$ cat config.mk
export PLATFORM = sky130hd
export DESIGN_NAME = memory_map_region_coalescer
export DESIGN_NICKNAME = d
export VERILOG_FILES = /design/src/sv/mmrc_pkg.sv /design/src/sv/mmrc_front.sv /design/src/sv/mmrc_queue.sv /design/src/sv/mmrc_back.sv /design/src/sv/memory_map_region_coalescer.sv
export SDC_FILE = /design/constraint.sdc
export NUM_CORES = 2
export LEC_CHECK = 0
export BUFFER_PORTS_ARGS = -buffer_cell sky130_fd_sc_hd__buf_2
export CAP_MARGIN = 0
export CORE_ASPECT_RATIO = 1.75
export CORE_UTILIZATION = 25
export CTS_CLUSTER_SIZE = 40
export DETAILED_ROUTE_END_ITERATION = 10
export PLACE_DENSITY = 0.45
export SYNTH_ARGS = -nofsm -noshare
export SYNTH_HDL_FRONTEND = slang
export SYNTH_SLANG_ARGS = --single-unit
$ cat constraint.sdc
create_clock -name clock -period 42.8 [get_ports clock]
set_input_delay 10.7 -clock clock [delete_from_list [all_inputs] [get_ports clock]]
set_output_delay 10.7 -clock clock [all_outputs]
set_load 0.01 [all_outputs]
$ cat src/sv/mmrc_pkg.sv
// ----------------------------------------------------------------------------
// Memory map region coalescer: package
// Field widths, type codes, register indexes and the queue entry layout.
// ----------------------------------------------------------------------------
package mmrc_pkg;

   localparam int PageBytes  = 4096;
   localparam int QueueDepth = 2;

   localparam int TypeW     = 4;
   localparam int PhysW     = 52;
   localparam int VirtW     = 64;
   localparam int PagesW    = 40;
   localparam int CsrIndexW = 1;
   localparam int CsrDataW  = 52;
   localparam int DataW     = 160;
   localparam int RspUserW  = TypeW + 1;

   localparam logic [TypeW-1:0] TypeReserved   = 4'd0;
   localparam logic [TypeW-1:0] TypeLoaderCode = 4'd1;
   localparam logic [TypeW-1:0] TypeFreeLow    = 4'd3;
   localparam logic [TypeW-1:0] TypeFree       = 4'd7;

   localparam logic [CsrIndexW-1:0] RegProtectLow  = 1'd0;
   localparam logic [CsrIndexW-1:0] RegProtectHigh = 1'd1;

   typedef struct packed {
      logic [PagesW-1:0] pages;
      logic [VirtW-1:0]  virt;
      logic [PhysW-1:0]  phys;
   } region_type;

   typedef struct packed {
      logic             a_valid;
      region_type       a;
      logic             b_valid;
      logic [TypeW-1:0] b_kind;
      region_type       b;
      logic             last;
   } entry_type;

   typedef struct packed {
      logic full;
      logic empty;
   } q_status_type;

endpackage

$ cat src/sv/mmrc_front.sv
// ----------------------------------------------------------------------------
// Memory map region coalescer: front end
// Accepts descriptors, checks the protected window, tracks the held free run
// and queues up to two results per descriptor.
// ----------------------------------------------------------------------------
module mmrc_front #(
   parameter int PAGE_BYTES = mmrc_pkg::PageBytes
) (
   input  logic                              clock,
   input  logic                              reset,
   input  logic                              req_tvalid,
   output logic                              req_tready,
   input  logic [mmrc_pkg::TypeW-1:0]        req_kind,
   input  mmrc_pkg::region_type              req_region,
   input  logic                              req_last,
   input  logic                              csr_wr_en,
   input  logic [mmrc_pkg::CsrIndexW-1:0]    csr_index,
   input  logic [mmrc_pkg::CsrDataW-1:0]     csr_wdata,
   input  mmrc_pkg::q_status_type            q_status,
   output logic                              q_push,
   output mmrc_pkg::entry_type               q_entry
);

   localparam int PageShift = $clog2(PAGE_BYTES);
   localparam int EndW      = mmrc_pkg::PagesW + PageShift + 1;

   logic [mmrc_pkg::PhysW-1:0] low_ff, low_in, high_ff, high_in;

   logic                         s1_valid_ff, s1_valid_in;
   logic                         s1_prot_ff, s1_prot_in;
   logic [mmrc_pkg::TypeW-1:0]   s1_kind_ff, s1_kind_in;
   mmrc_pkg::region_type         s1_region_ff, s1_region_in;
   logic                         s1_last_ff, s1_last_in;

   logic                         hold_valid_ff, hold_valid_in;
   mmrc_pkg::region_type         hold_ff, hold_in;

   logic                         accept, s1_adv, contig, is_free;
   logic [EndW-1:0]              hold_end;
   logic [mmrc_pkg::PagesW:0]    page_sum;
   logic [mmrc_pkg::PagesW-1:0]  merged_pages;
   mmrc_pkg::region_type         merged;
   mmrc_pkg::entry_type          ent;
   logic                         next_hold_valid;
   mmrc_pkg::region_type         next_hold;

   assign s1_adv     = s1_valid_ff && !q_status.full;
   assign req_tready = !s1_valid_ff || !q_status.full;
   assign accept     = req_tvalid && req_tready;

   always_comb begin
      low_in  = low_ff;
      high_in = high_ff;
      if (csr_wr_en) begin
         unique case (csr_index)
            mmrc_pkg::RegProtectLow:  low_in  = csr_wdata;
            mmrc_pkg::RegProtectHigh: high_in = csr_wdata;
            default: ;
         endcase
      end
   end

   assign s1_valid_in  = accept ? 1'b1 : (s1_adv ? 1'b0 : s1_valid_ff);
   assign s1_prot_in   = accept ? ((req_region.phys > low_ff) && (req_region.phys < high_ff))
                                : s1_prot_ff;
   assign s1_kind_in   = accept ? req_kind : s1_kind_ff;
   assign s1_region_in = accept ? req_region : s1_region_ff;
   assign s1_last_in   = accept ? req_last : s1_last_ff;

   assign hold_end = EndW'(hold_ff.phys) + (EndW'(hold_ff.pages) << PageShift);
   assign contig   = hold_valid_ff && (EndW'(s1_region_ff.phys) == hold_end);
   assign page_sum = {1'b0, hold_ff.pages} + {1'b0, s1_region_ff.pages};
   assign merged_pages = page_sum[mmrc_pkg::PagesW] ? '1 : page_sum[mmrc_pkg::PagesW-1:0];
   assign is_free  = (s1_kind_ff >= mmrc_pkg::TypeFreeLow) && (s1_kind_ff <= mmrc_pkg::TypeFree);

   always_comb begin
      merged       = hold_ff;
      merged.pages = merged_pages;
   end

   always_comb begin
      ent             = '0;
      ent.last        = s1_last_ff;
      next_hold_valid = hold_valid_ff;
      next_hold       = hold_ff;
      priority if (s1_prot_ff) begin
         ent.a_valid     = hold_valid_ff;
         ent.a           = hold_ff;
         ent.b_valid     = 1'b1;
         ent.b_kind      = mmrc_pkg::TypeLoaderCode;
         ent.b           = s1_region_ff;
         next_hold_valid = 1'b0;
      end else if (s1_kind_ff == mmrc_pkg::TypeReserved) begin
         if (s1_last_ff) begin
            ent.a_valid     = hold_valid_ff;
            ent.a           = hold_ff;
            next_hold_valid = 1'b0;
         end
      end else if (is_free) begin
         if (contig) begin
            next_hold = merged;
            if (s1_last_ff) begin
               ent.b_valid     = 1'b1;
               ent.b_kind      = mmrc_pkg::TypeFree;
               ent.b           = merged;
               next_hold_valid = 1'b0;
            end
         end else begin
            ent.a_valid     = hold_valid_ff;
            ent.a           = hold_ff;
            next_hold_valid = !s1_last_ff;
            next_hold       = s1_region_ff;
            if (s1_last_ff) begin
               ent.b_valid = 1'b1;
               ent.b_kind  = mmrc_pkg::TypeFree;
               ent.b       = s1_region_ff;
            end
         end
      end else begin
         ent.a_valid     = hold_valid_ff;
         ent.a           = hold_ff;
         ent.b_valid     = 1'b1;
         ent.b_kind      = s1_kind_ff;
         ent.b           = s1_region_ff;
         next_hold_valid = 1'b0;
      end
   end

   assign hold_valid_in = s1_adv ? next_hold_valid : hold_valid_ff;
   assign hold_in       = s1_adv ? next_hold : hold_ff;
   assign q_push        = s1_adv && (ent.a_valid || ent.b_valid);
   assign q_entry       = ent;

   always_ff @(posedge clock) begin
      if (reset) begin
         low_ff        <= '0;
         high_ff       <= '0;
         s1_valid_ff   <= 1'b0;
         hold_valid_ff <= 1'b0;
      end else begin
         low_ff        <= low_in;
         high_ff       <= high_in;
         s1_valid_ff   <= s1_valid_in;
         hold_valid_ff <= hold_valid_in;
      end
   end

   always_ff @(posedge clock) begin
      s1_prot_ff   <= s1_prot_in;
      s1_kind_ff   <= s1_kind_in;
      s1_region_ff <= s1_region_in;
      s1_last_ff   <= s1_last_in;
      hold_ff      <= hold_in;
   end

endmodule

$ cat src/sv/mmrc_queue.sv
// ----------------------------------------------------------------------------
// Memory map region coalescer: result queue
// Short queue of result entries between the front end and the back end.
// ----------------------------------------------------------------------------
module mmrc_queue #(
   parameter int QUEUE_DEPTH = mmrc_pkg::QueueDepth
) (
   input  logic                   clock,
   input  logic                   reset,
   input  logic                   push,
   input  mmrc_pkg::entry_type    push_entry,
   input  logic                   pop,
   output mmrc_pkg::entry_type    head,
   output mmrc_pkg::q_status_type status
);

   localparam int PtrW = (QUEUE_DEPTH > 1) ? $clog2(QUEUE_DEPTH) : 1;
   localparam int CntW = $clog2(QUEUE_DEPTH + 1);
   localparam logic [PtrW-1:0] LastPtr = PtrW'(QUEUE_DEPTH - 1);
   localparam logic [CntW-1:0] FullCnt = CntW'(QUEUE_DEPTH);

   mmrc_pkg::entry_type mem [QUEUE_DEPTH];

   logic [PtrW-1:0] wr_ptr_ff, wr_ptr_in, rd_ptr_ff, rd_ptr_in;
   logic [CntW-1:0] count_ff, count_in;
   logic            do_push, do_pop;

   assign status.full  = (count_ff == FullCnt);
   assign status.empty = (count_ff == '0);
   assign do_push      = push && !status.full;
   assign do_pop       = pop && !status.empty;
   assign head         = mem[rd_ptr_ff];

   assign wr_ptr_in = do_push ? ((wr_ptr_ff == LastPtr) ? '0 : wr_ptr_ff + 1'b1) : wr_ptr_ff;
   assign rd_ptr_in = do_pop ? ((rd_ptr_ff == LastPtr) ? '0 : rd_ptr_ff + 1'b1) : rd_ptr_ff;

   always_comb begin
      count_in = count_ff;
      unique case ({do_push, do_pop})
         2'b10:   count_in = count_ff + 1'b1;
         2'b01:   count_in = count_ff - 1'b1;
         default: count_in = count_ff;
      endcase
   end

   always_ff @(posedge clock) begin
      if (reset) begin
         wr_ptr_ff <= '0;
         rd_ptr_ff <= '0;
         count_ff  <= '0;
      end else begin
         wr_ptr_ff <= wr_ptr_in;
         rd_ptr_ff <= rd_ptr_in;
         count_ff  <= count_in;
      end
   end

   always_ff @(posedge clock) begin
      if (do_push) begin
         mem[wr_ptr_ff] <= push_entry;
      end
   end

endmodule

$ cat src/sv/mmrc_back.sv
// ----------------------------------------------------------------------------
// Memory map region coalescer: back end
// Emits the results of each queued entry, one per cycle while the output is not
// stalled, through an output register.
// ----------------------------------------------------------------------------
module mmrc_back (
   input  logic                              clock,
   input  logic                              reset,
   input  mmrc_pkg::entry_type               head,
   input  mmrc_pkg::q_status_type            q_status,
   output logic                              q_pop,
   output logic                              rsp_tvalid,
   input  logic                              rsp_tready,
   output logic [mmrc_pkg::DataW-1:0]        rsp_tdata,
   output logic [mmrc_pkg::RspUserW-1:0]     rsp_tuser,
   output logic                              rsp_tlast
);

   logic                               valid_ff, valid_in;
   logic                               a_done_ff, a_done_in;
   logic [mmrc_pkg::DataW-1:0]         data_ff, data_in;
   logic [mmrc_pkg::RspUserW-1:0]      user_ff, user_in;
   logic                               eom_ff, eom_in;
   logic                               load, sel_a;
   mmrc_pkg::region_type               region;
   logic [mmrc_pkg::TypeW-1:0]         kind;
   logic                               run_end;

   assign load   = !q_status.empty && (!valid_ff || rsp_tready);
   assign sel_a  = head.a_valid && !a_done_ff;
   assign region = sel_a ? head.a : head.b;
   assign kind   = sel_a ? mmrc_pkg::TypeFree : head.b_kind;
   assign run_end = !(sel_a && head.b_valid);
   assign q_pop  = load && run_end;

   assign a_done_in = load ? !run_end : a_done_ff;
   assign valid_in  = load ? 1'b1 : (rsp_tready ? 1'b0 : valid_ff);
   assign data_in   = load ? {(mmrc_pkg::DataW - $bits(mmrc_pkg::region_type))'(0), region}
                           : data_ff;
   assign user_in   = load ? {run_end, kind} : user_ff;
   assign eom_in    = load ? (run_end && head.last) : eom_ff;

   assign rsp_tvalid = valid_ff;
   assign rsp_tdata  = data_ff;
   assign rsp_tuser  = user_ff;
   assign rsp_tlast  = eom_ff;

   always_ff @(posedge clock) begin
      if (reset) begin
         valid_ff  <= 1'b0;
         a_done_ff <= 1'b0;
      end else begin
         valid_ff  <= valid_in;
         a_done_ff <= a_done_in;
      end
   end

   always_ff @(posedge clock) begin
      data_ff <= data_in;
      user_ff <= user_in;
      eom_ff  <= eom_in;
   end

endmodule

$ cat src/sv/memory_map_region_coalescer.sv
// ----------------------------------------------------------------------------
// Memory map region coalescer
// Cleans a firmware memory map: marks protected regions as loader code, drops
// reserved regions and merges contiguous free regions into single runs.
// ----------------------------------------------------------------------------
//  channel | direction | ports                    | payload
//  req     | in        | req_tvalid/tready        | tdata, tuser type, tlast end of map
//  rsp     | out       | rsp_tvalid/tready        | tdata, tuser type+run end, tlast
//  csr     | in        | csr_wr_en                | csr_index, csr_wdata
//
//  A descriptor is taken every cycle unless stage 1 is held by a full queue;
//  it gives zero to two results, which leave one at a time through the single
//  output register. The first result of an item passes the stage-1 register
//  and the queue before it is loaded into the output register.
//  Reset clears the held run, the queue and the protection bounds.
//  A stalled output fills the two-entry queue, then req_tready drops.
// ----------------------------------------------------------------------------
module memory_map_region_coalescer #(
   parameter int PAGE_BYTES  = mmrc_pkg::PageBytes,
   parameter int QUEUE_DEPTH = mmrc_pkg::QueueDepth
) (
   input  logic                              clock,
   input  logic                              reset,
   input  logic                              req_tvalid,
   output logic                              req_tready,
   // phys_base[51:0], virt_base[115:52], page_count[155:116], zero pad
   input  logic [mmrc_pkg::DataW-1:0]        req_tdata,
   // type[3:0]
   input  logic [mmrc_pkg::TypeW-1:0]        req_tuser,
   input  logic                              req_tlast,
   output logic                              rsp_tvalid,
   input  logic                              rsp_tready,
   // phys_base[51:0], virt_base[115:52], page_count[155:116], zero pad
   output logic [mmrc_pkg::DataW-1:0]        rsp_tdata,
   // type[3:0], last_of_run[4]
   output logic [mmrc_pkg::RspUserW-1:0]     rsp_tuser,
   output logic                              rsp_tlast,
   input  logic                              csr_wr_en,
   input  logic [mmrc_pkg::CsrIndexW-1:0]    csr_index,
   input  logic [mmrc_pkg::CsrDataW-1:0]     csr_wdata
);

   mmrc_pkg::region_type   req_region;
   mmrc_pkg::entry_type    push_entry, head;
   mmrc_pkg::q_status_type q_status;
   logic                   q_push, q_pop;

   assign req_region = req_tdata[$bits(mmrc_pkg::region_type)-1:0];

   mmrc_front #(
      .PAGE_BYTES (PAGE_BYTES)
   ) u_front (
      .clock      (clock),
      .reset      (reset),
      .req_tvalid (req_tvalid),
      .req_tready (req_tready),
      .req_kind   (req_tuser),
      .req_region (req_region),
      .req_last   (req_tlast),
      .csr_wr_en  (csr_wr_en),
      .csr_index  (csr_index),
      .csr_wdata  (csr_wdata),
      .q_status   (q_status),
      .q_push     (q_push),
      .q_entry    (push_entry)
   );

   mmrc_queue #(
      .QUEUE_DEPTH (QUEUE_DEPTH)
   ) u_queue (
      .clock      (clock),
      .reset      (reset),
      .push       (q_push),
      .push_entry (push_entry),
      .pop        (q_pop),
      .head       (head),
      .status     (q_status)
   );

   mmrc_back u_back (
      .clock      (clock),
      .reset      (reset),
      .head       (head),
      .q_status   (q_status),
      .q_pop      (q_pop),
      .rsp_tvalid (rsp_tvalid),
      .rsp_tready (rsp_tready),
      .rsp_tdata  (rsp_tdata),
      .rsp_tuser  (rsp_tuser),
      .rsp_tlast  (rsp_tlast)
   );

endmodule

# Word level (Yosys, flattened, before mapping)
# Memories as Yosys holds them, arrays and structs flattened. A register that Yosys moved wholly into a read port is not among the register bits.
# Cells that the tools add are included.
dict set report word_totals {
  reg_bits 592
  ram_bits 638
  out_inout_bits 168
  elab_cells 101
  memories 1
}
# name depth word_bits read_ports rd_ports_with_merged_regs write_ports line_no
set mem_list {}
lappend mem_list {u_queue.mem 2 319 1 1 1 mmrc_queue.sv:22} ;# mmrc_pkg::entry_type mem [QUEUE_DEPTH];
dict set report classes {
  add_sub_neg 6
  magnitude_cmp 4
  eq_ne 4
  mux 28
  n_bitwise 4
  n_reduce_logical 32
}
# op n
set ops {}
lappend ops {{$mux 161} 4}
lappend ops {{$mux 318} 2}
lappend ops {{$mux 157} 3}
lappend ops {{$mux 156} 2}
lappend ops {{$add 52x52->53} 1}
lappend ops {{$eq 52x53->1} 1}
lappend ops {{$gt 52x52->1} 1}
lappend ops {{$lt 52x52->1} 1}
lappend ops {{$add 40x40->41} 1}
lappend ops {{$mux 40} 1}
lappend ops {{$mux 1} 15}
lappend ops {{$logic_and 1x1->1} 13}
lappend ops {{$logic_not 1->1} 7}
lappend ops {{$reduce_bool 2->1} 3}
lappend ops {{$reduce_and 5->1} 1}
lappend ops {{$eq 2x2->1 const B} 2}
lappend ops {{$ge 4x2->1 const B} 1}
lappend ops {{$le 4x3->1 const B} 1}
lappend ops {{$logic_not 4->1} 1}
lappend ops {{$not 1->1} 4}
lappend ops {{$pmux 2 s2} 1}
lappend ops {{$reduce_and 2->1} 2}
lappend ops {{$reduce_and 4->1} 1}
lappend ops {{$logic_or 1x1->1} 3}
lappend ops {{other kinds (5)} 6}

# Logic depth before layout (Yosys ltp)
dict set report logic_depth {
  ltp_word 12
  ltp_mapped 16
}

# Modules after synthesis
# Synthesis repeated with hierarchy kept, for this count alone.
dict set report unflattened {
  cells_unflattened 4689
  area_unflattened_um2 56935.9
}
# mod n_inst cells_each area_per_inst_um2 seq_area_each_um2
set by_module_without_submodules {}
lappend by_module_without_submodules {mmrc_front 1 2982 26799.5 11671.2}
lappend by_module_without_submodules {mmrc_queue 1 1018 23152.2 19258.5}
lappend by_module_without_submodules {mmrc_back 1 689 6984.2 4904.7}

# Worst setup path after synthesis
# No wires, ideal clock.
dict set report synth_timing {
  path_type {flip-flop to flip-flop}
  start {register u_front.hold_ff[12] (netlist bit)}
  end {memory u_queue.mem[0][0] (netlist bit), enable pin}
  setup_time_ns 1.006
  arrival_ns 16.398
  t_required_ns 41.794
  slack_ns 25.396
  path_stages_with_launch 14
  n_path_buf 0
  path_cell_list {edfxtp_1 ha_1 fa_1 a211oi_1 o211ai_1 nand4b_1 a21boi_0 or4_1 nand4_1 and4b_1 and3_1 and3_1 o31a_1 nor2_1}
}
dict set report synth_via {
  elab_chain_len 12
  elab_cells_between_ends 14
}
# element line_no
set synth_rtl {}
lappend synth_rtl {{start, declared} mmrc_front.sv:36} ;# mmrc_pkg::region_type hold_ff, hold_in;
lappend synth_rtl {{start signal, assigned} mmrc_front.sv:153} ;# hold_ff <= hold_in;
lappend synth_rtl {{$add 52x52->53 (*)} mmrc_front.sv:70} ;# assign hold_end = EndW'(hold_ff.phys) + (EndW'(hold_ff.pages) << PageShift);
lappend synth_rtl {{$eq 52x53->1 (*)} mmrc_front.sv:71} ;# assign contig = hold_valid_ff && (EndW'(s1_region_ff.phys) == hold_end);
lappend synth_rtl {{$logic_and 1x1->1 (*)} mmrc_front.sv:71}
lappend synth_rtl {{$mux 157 or $mux 161 (tied branches)} mmrc_front.sv:100} ;# if (contig) begin
lappend synth_rtl {{$mux 318 (*)} mmrc_front.sv:99} ;# end else if (is_free) begin
lappend synth_rtl {{$mux 157 or $mux 161 (tied branches)} mmrc_front.sv:93} ;# end else if (s1_kind_ff == mmrc_pkg::TypeReserved) begin
lappend synth_rtl {{$mux 318 (*)} mmrc_front.sv:86} ;# priority if (s1_prot_ff) begin
lappend synth_rtl {{$logic_or 1x1->1 (*)} mmrc_front.sv:131} ;# assign q_push = s1_adv && (ent.a_valid || ent.b_valid);
lappend synth_rtl {{$logic_and 1x1->1 (*)} mmrc_front.sv:131}
lappend synth_rtl {{$logic_and 1x1->1 (*)} mmrc_queue.sv:30} ;# assign do_push = push && !status.full;
lappend synth_rtl {{$mux 1 (*)} mmrc_queue.sv:59} ;# if (do_push) begin
lappend synth_rtl {{$mux 1 (not written as such) (*)} mmrc_queue.sv:60} ;# mem[wr_ptr_ff] <= push_entry;
lappend synth_rtl {{end, declared} mmrc_queue.sv:22}
# Mark *: on every way between the ends. The rest lies on a longest branch, timed or not.

# Worst setup path after layout
dict set report layout_timing {
  start {input port req_tdata[16] (netlist bit)}
  end {register u_front.s1_prot_ff (data pin)}
}
dict set report layout_via {
  elab_chain_len 2
  elab_cells_between_ends 3
}
# element line_no
set layout_rtl {}
lappend layout_rtl {{start, declared} memory_map_region_coalescer.sv:27} ;# input logic [mmrc_pkg::DataW-1:0] req_tdata,
lappend layout_rtl {{$gt 52x52->1 or $lt 52x52->1 (tied branches)} mmrc_front.sv:64} ;# assign s1_prot_in = accept ? ((req_region.phys > low_ff) && (req_region.phys < high_ff))
lappend layout_rtl {{$logic_and 1x1->1 (*)} mmrc_front.sv:64}
lappend layout_rtl {{end signal, assigned} mmrc_front.sv:149} ;# s1_prot_ff <= s1_prot_in;
lappend layout_rtl {{end, declared} mmrc_front.sv:30} ;# logic s1_prot_ff, s1_prot_in;
# Marks and branches as above.
# A chain may end at the register's enable or synchronous reset.

==> metrics.yaml <==
global_routing:
  track_usage_pct: 14.5
  grt_pass1_vias: 32203
  grt_remaining_overflow: 0
  grt_first_pass_wirelength_um: 224000
  antenna_found_initial: 13
  grt_max_degree: 152
drt:
  drt_iter0_markers: 1597
  avgViaCountPerCell: 4.53
  firstDrtPassIters: 7
  routedWlPerCell_um: 23.1
  drcViolationCount: 0
  drtAntennaViolNets: 0
  vias: 30833
  wl_um: 157000
die:
  die_y_um: 611
  io_pins: 391
  die_x_um: 350
  rows: 223
  design.core.area_um2: 211000
  initial_core_util_pct: 25.1
  die-area_um2: 214000
power:
  power_mw: 3.44
  p_leak_nw: 21.3
  ir_worst_vdd_uv: 40.8
  power_density_nw_per_um2: 55.2
clock_tree:
  cts_made_buffers: 142
  clk_pin_slew_ns: 0.06
  worstSkewPairLatency_ns: 0.81
  postCtsSetupBuffers: 0
  cts_max_level: 4
  cts.sinks: 1231
  cts_root_buf: "clkbuf_16"
  cts_buffer_depth: 4
  cts_resized: 0
  holdBufCountCts: 0
  cts_tree: "built"
yosys:
  synthTopCellsByArea: "edfxtp_1, mux4_2, ha_1, dfxtp_1, a22o_1"
  synth_top_area_share_pct: 63.5
  ys_async_sr_fraction_pct: 0
  synth_cell_type_count: 73
  yosys.area.top_type: "edfxtp_1"
  ys_warn_count: 0
  synth_seq_area_share_pct: 67.7
  synth_edf_count: 1118
  ys_seq_elements: 1231
  avgSynthCellArea_um2: 15.2
  syn-instance-count: 3475
  ys.flop_type: "edfxtp_1"
  synth_area_um2: 52900
sta:
  tns_ns: 0
  post-route-period-util_pct: 31.1
  hold_viol_final: 0
  clock_skew_ns: 0.0520
  max_freq_ghz: 0.0750
  fin_crit_ns: 13.32
  rsz0062_at_grt: "false"
  tightest_slew_ns: 1.08
  whs_ns: 0.447
  setup_viol: 0
  max_slew_margin_pct: 27.9
  slew_violations: 0
setup_path:
  worst-endpoint-arrival_ns: 13.86
  cp.required_ns: 43.34
  cp-startpoint: "req_tdata[16]"
  rr_startpoint: "u_front.hold_ff[116]$_DFFE_PP_"
  r2r_end: "u_queue.mem[0][236]$_DFFE_PP_"
  crit_slowest_cell: "nor3_1"
  crit_chain: "buf_2, ha_1, and3_1, nand3_1, nor3_1, o21ai_0, a21oi_1, a211oi_1, o31ai_1, a31o_2, a211oi_1"
  cp_common_cell: "a211oi_1"
  crit_path_max_fanout: 3
  r2r_cells: 15
  end_kind: "register"
  critPathMaxStageDelay_ns: 0.65
  r2r_slack_ns: 35.23
  setup.worst_path.start_class: "input pin"
  crit_type: "input pin to register"
layout:
  drive_gt1_share_pct: 21.3
  num-nets-final: 4297
  fin_cells: 6801
  synthToLayoutAreaGrowth_pct: 17.9
placement:
  place_congestion: 0.888
  port_buffers: 382
  dp_hpwl_um: 108000
  dpl.cell_count: 6556
outcome:
  status: "finished, final reports clean"
run:
  timing.max_cap.violations: 0
hold_path:
  min_to: "u_front.hold_ff[56]$_DFFE_PP_"
  hp-class: "register to register"
  hp-start: "u_front.s1_region_ff[56]$_DFFE_PP_"
  hold_depth: 0
## worst max path at each step
stage,to,slack [ns],cells past startpoint
floorplan,u_queue.mem[0][0]$_DFFE_PP_,25.40,13
global placement,u_front.s1_prot_ff$_DFFE_PP_,28.43,10
detailed placement,u_front.s1_prot_ff$_DFFE_PP_,28.46,10
CTS,u_front.s1_prot_ff$_DFFE_PP_,29.33,10
global route,u_front.s1_prot_ff$_DFFE_PP_,29.48,11
finish,u_front.s1_prot_ff$_DFFE_PP_,29.48,11
## critical path: cells and delay by family
kind | cells | cell delay (ns)
and+or+nand+nor | 3 | 0.88
AOI/OAI and AO/OA | 6 | 1.83
adders and majority gates | 1 | 0.30
buffers and inverters | 1 | 0.12
## area by class of cell
cell class | instances | area [um^2]
inverters | 131 | 492
repair buffers | 425 | 2300
well taps | 2812 | 3520
multi-input cells | 1957 | 15800
flip-flops and latches | 1231 | 35800
clock inverters | 72 | 654
clock buffers | 171 | 3760
diodes | 2 | 5.00
fillers | 21320 | 148000
## metrics by stage
step                      cell area (um^2)  setup slack, ns  utilization (%)
after floorplan                      52900            25.40                -
after global placement               58000            28.43             27.5
after detailed placement             58000            28.46             27.5
after CTS                            62400            29.33             29.6
after global routing                 62400            29.48             29.6
final                                62400            29.48             29.6
## sequential cells by signal, summed over array words and instances, names as in the netlist, 2 cells and up, named ones only
register / cells
u_queue.mem: 638
u_front.s1_region_ff: 156
u_queue.count_ff: 2
u_front.hold_ff: 156
u_front.high_ff: 52
u_front.low_ff: 52
u_front.s1_kind_ff: 4
u_back.rsp_tuser: 5
u_back.rsp_tdata: 156
## cell families after synthesis
kind of cell               Yosys count  share of synthesized area, %
DFF                               1231                          67.7
and+or+nand+nor                    795                          7.45
AOI/OAI and AO/OA                  666                          8.51
buffers and inverters              290                          2.52
muxes                              213                          7.82
adders and majority gates          186                          4.43
xor gates and xnor gates            93                          1.54
other                                1                       0.00709
## power breakdown
| group | internal (mW) | total, mW | switching [mW] |
|---|---|---|---|
| sequential | 1.52 | 1.58 | 0.0577 |
| clock | 0.687 | 1.19 | 0.507 |
| combinational | 0.257 | 0.666 | 0.408 |
| total | 2.47 | 3.44 | 0.973 |
## cell usage after synthesis, drive strengths merged (11+ instances only)
master     n
a22o     155
xnor2     56
nand2    335
mux2      41
edfxtp  1118
xor2      37
nor3      22
nor4      11
nor2      86
o211ai    21
nor2b    182
clkbuf    70
o21bai    11
buf       89
o21a      20
ha       184
inv      131
nand4     53
mux2i     16
dfxtp    113
nand2b    27
nand3     22
a21oi    225
a31oi     11
mux4     156
o21ai     81
a21o      66
## routing by layer
metal	GRT usage, %	part of all wire, %	vias to the layer above
li1	-	-	14199
met1	17.1	41	15564
met2	25.6	50	782
met3	2.66	4.7	286
met4	6.05	4.1	2
met5	0	0.0083	-
## placed cells by master, fill, tap and decap left out, types with 8 or more instances in the layout
master	Yosys	layout
edfxtp_1	1118	1118
buf_2	38	381
nand2_1	335	334
a21oi_1	224	223
ha_1	184	184
nor2b_1	182	181
mux4_2	156	156
a22o_1	155	155
clkbuf_16	0	145
inv_1	131	131
dfxtp_1	113	112
nor2_1	85	82
o21ai_0	77	77
a21o_1	66	66
xnor2_1	56	56
nand4_1	53	53
mux2_2	41	41
buf_4	5	39
xor2_1	37	37
clkinv_1	0	27
nand2b_1	27	26
clkbuf_1	70	23
nand3_1	22	22
nor3_1	22	21
o211ai_1	21	21
o21a_1	20	19
mux2i_1	16	16
clkinv_2	0	13
o21bai_1	11	11
nor4_1	10	10
a211oi_1	10	10
a31oi_1	10	10
and3_1	10	10
bufinv_16	0	10
or2_2	9	9
inv_6	0	9
a21boi_0	8	8
or3_1	8	8
Note: power is estimated with default switching activity, not from simulation.
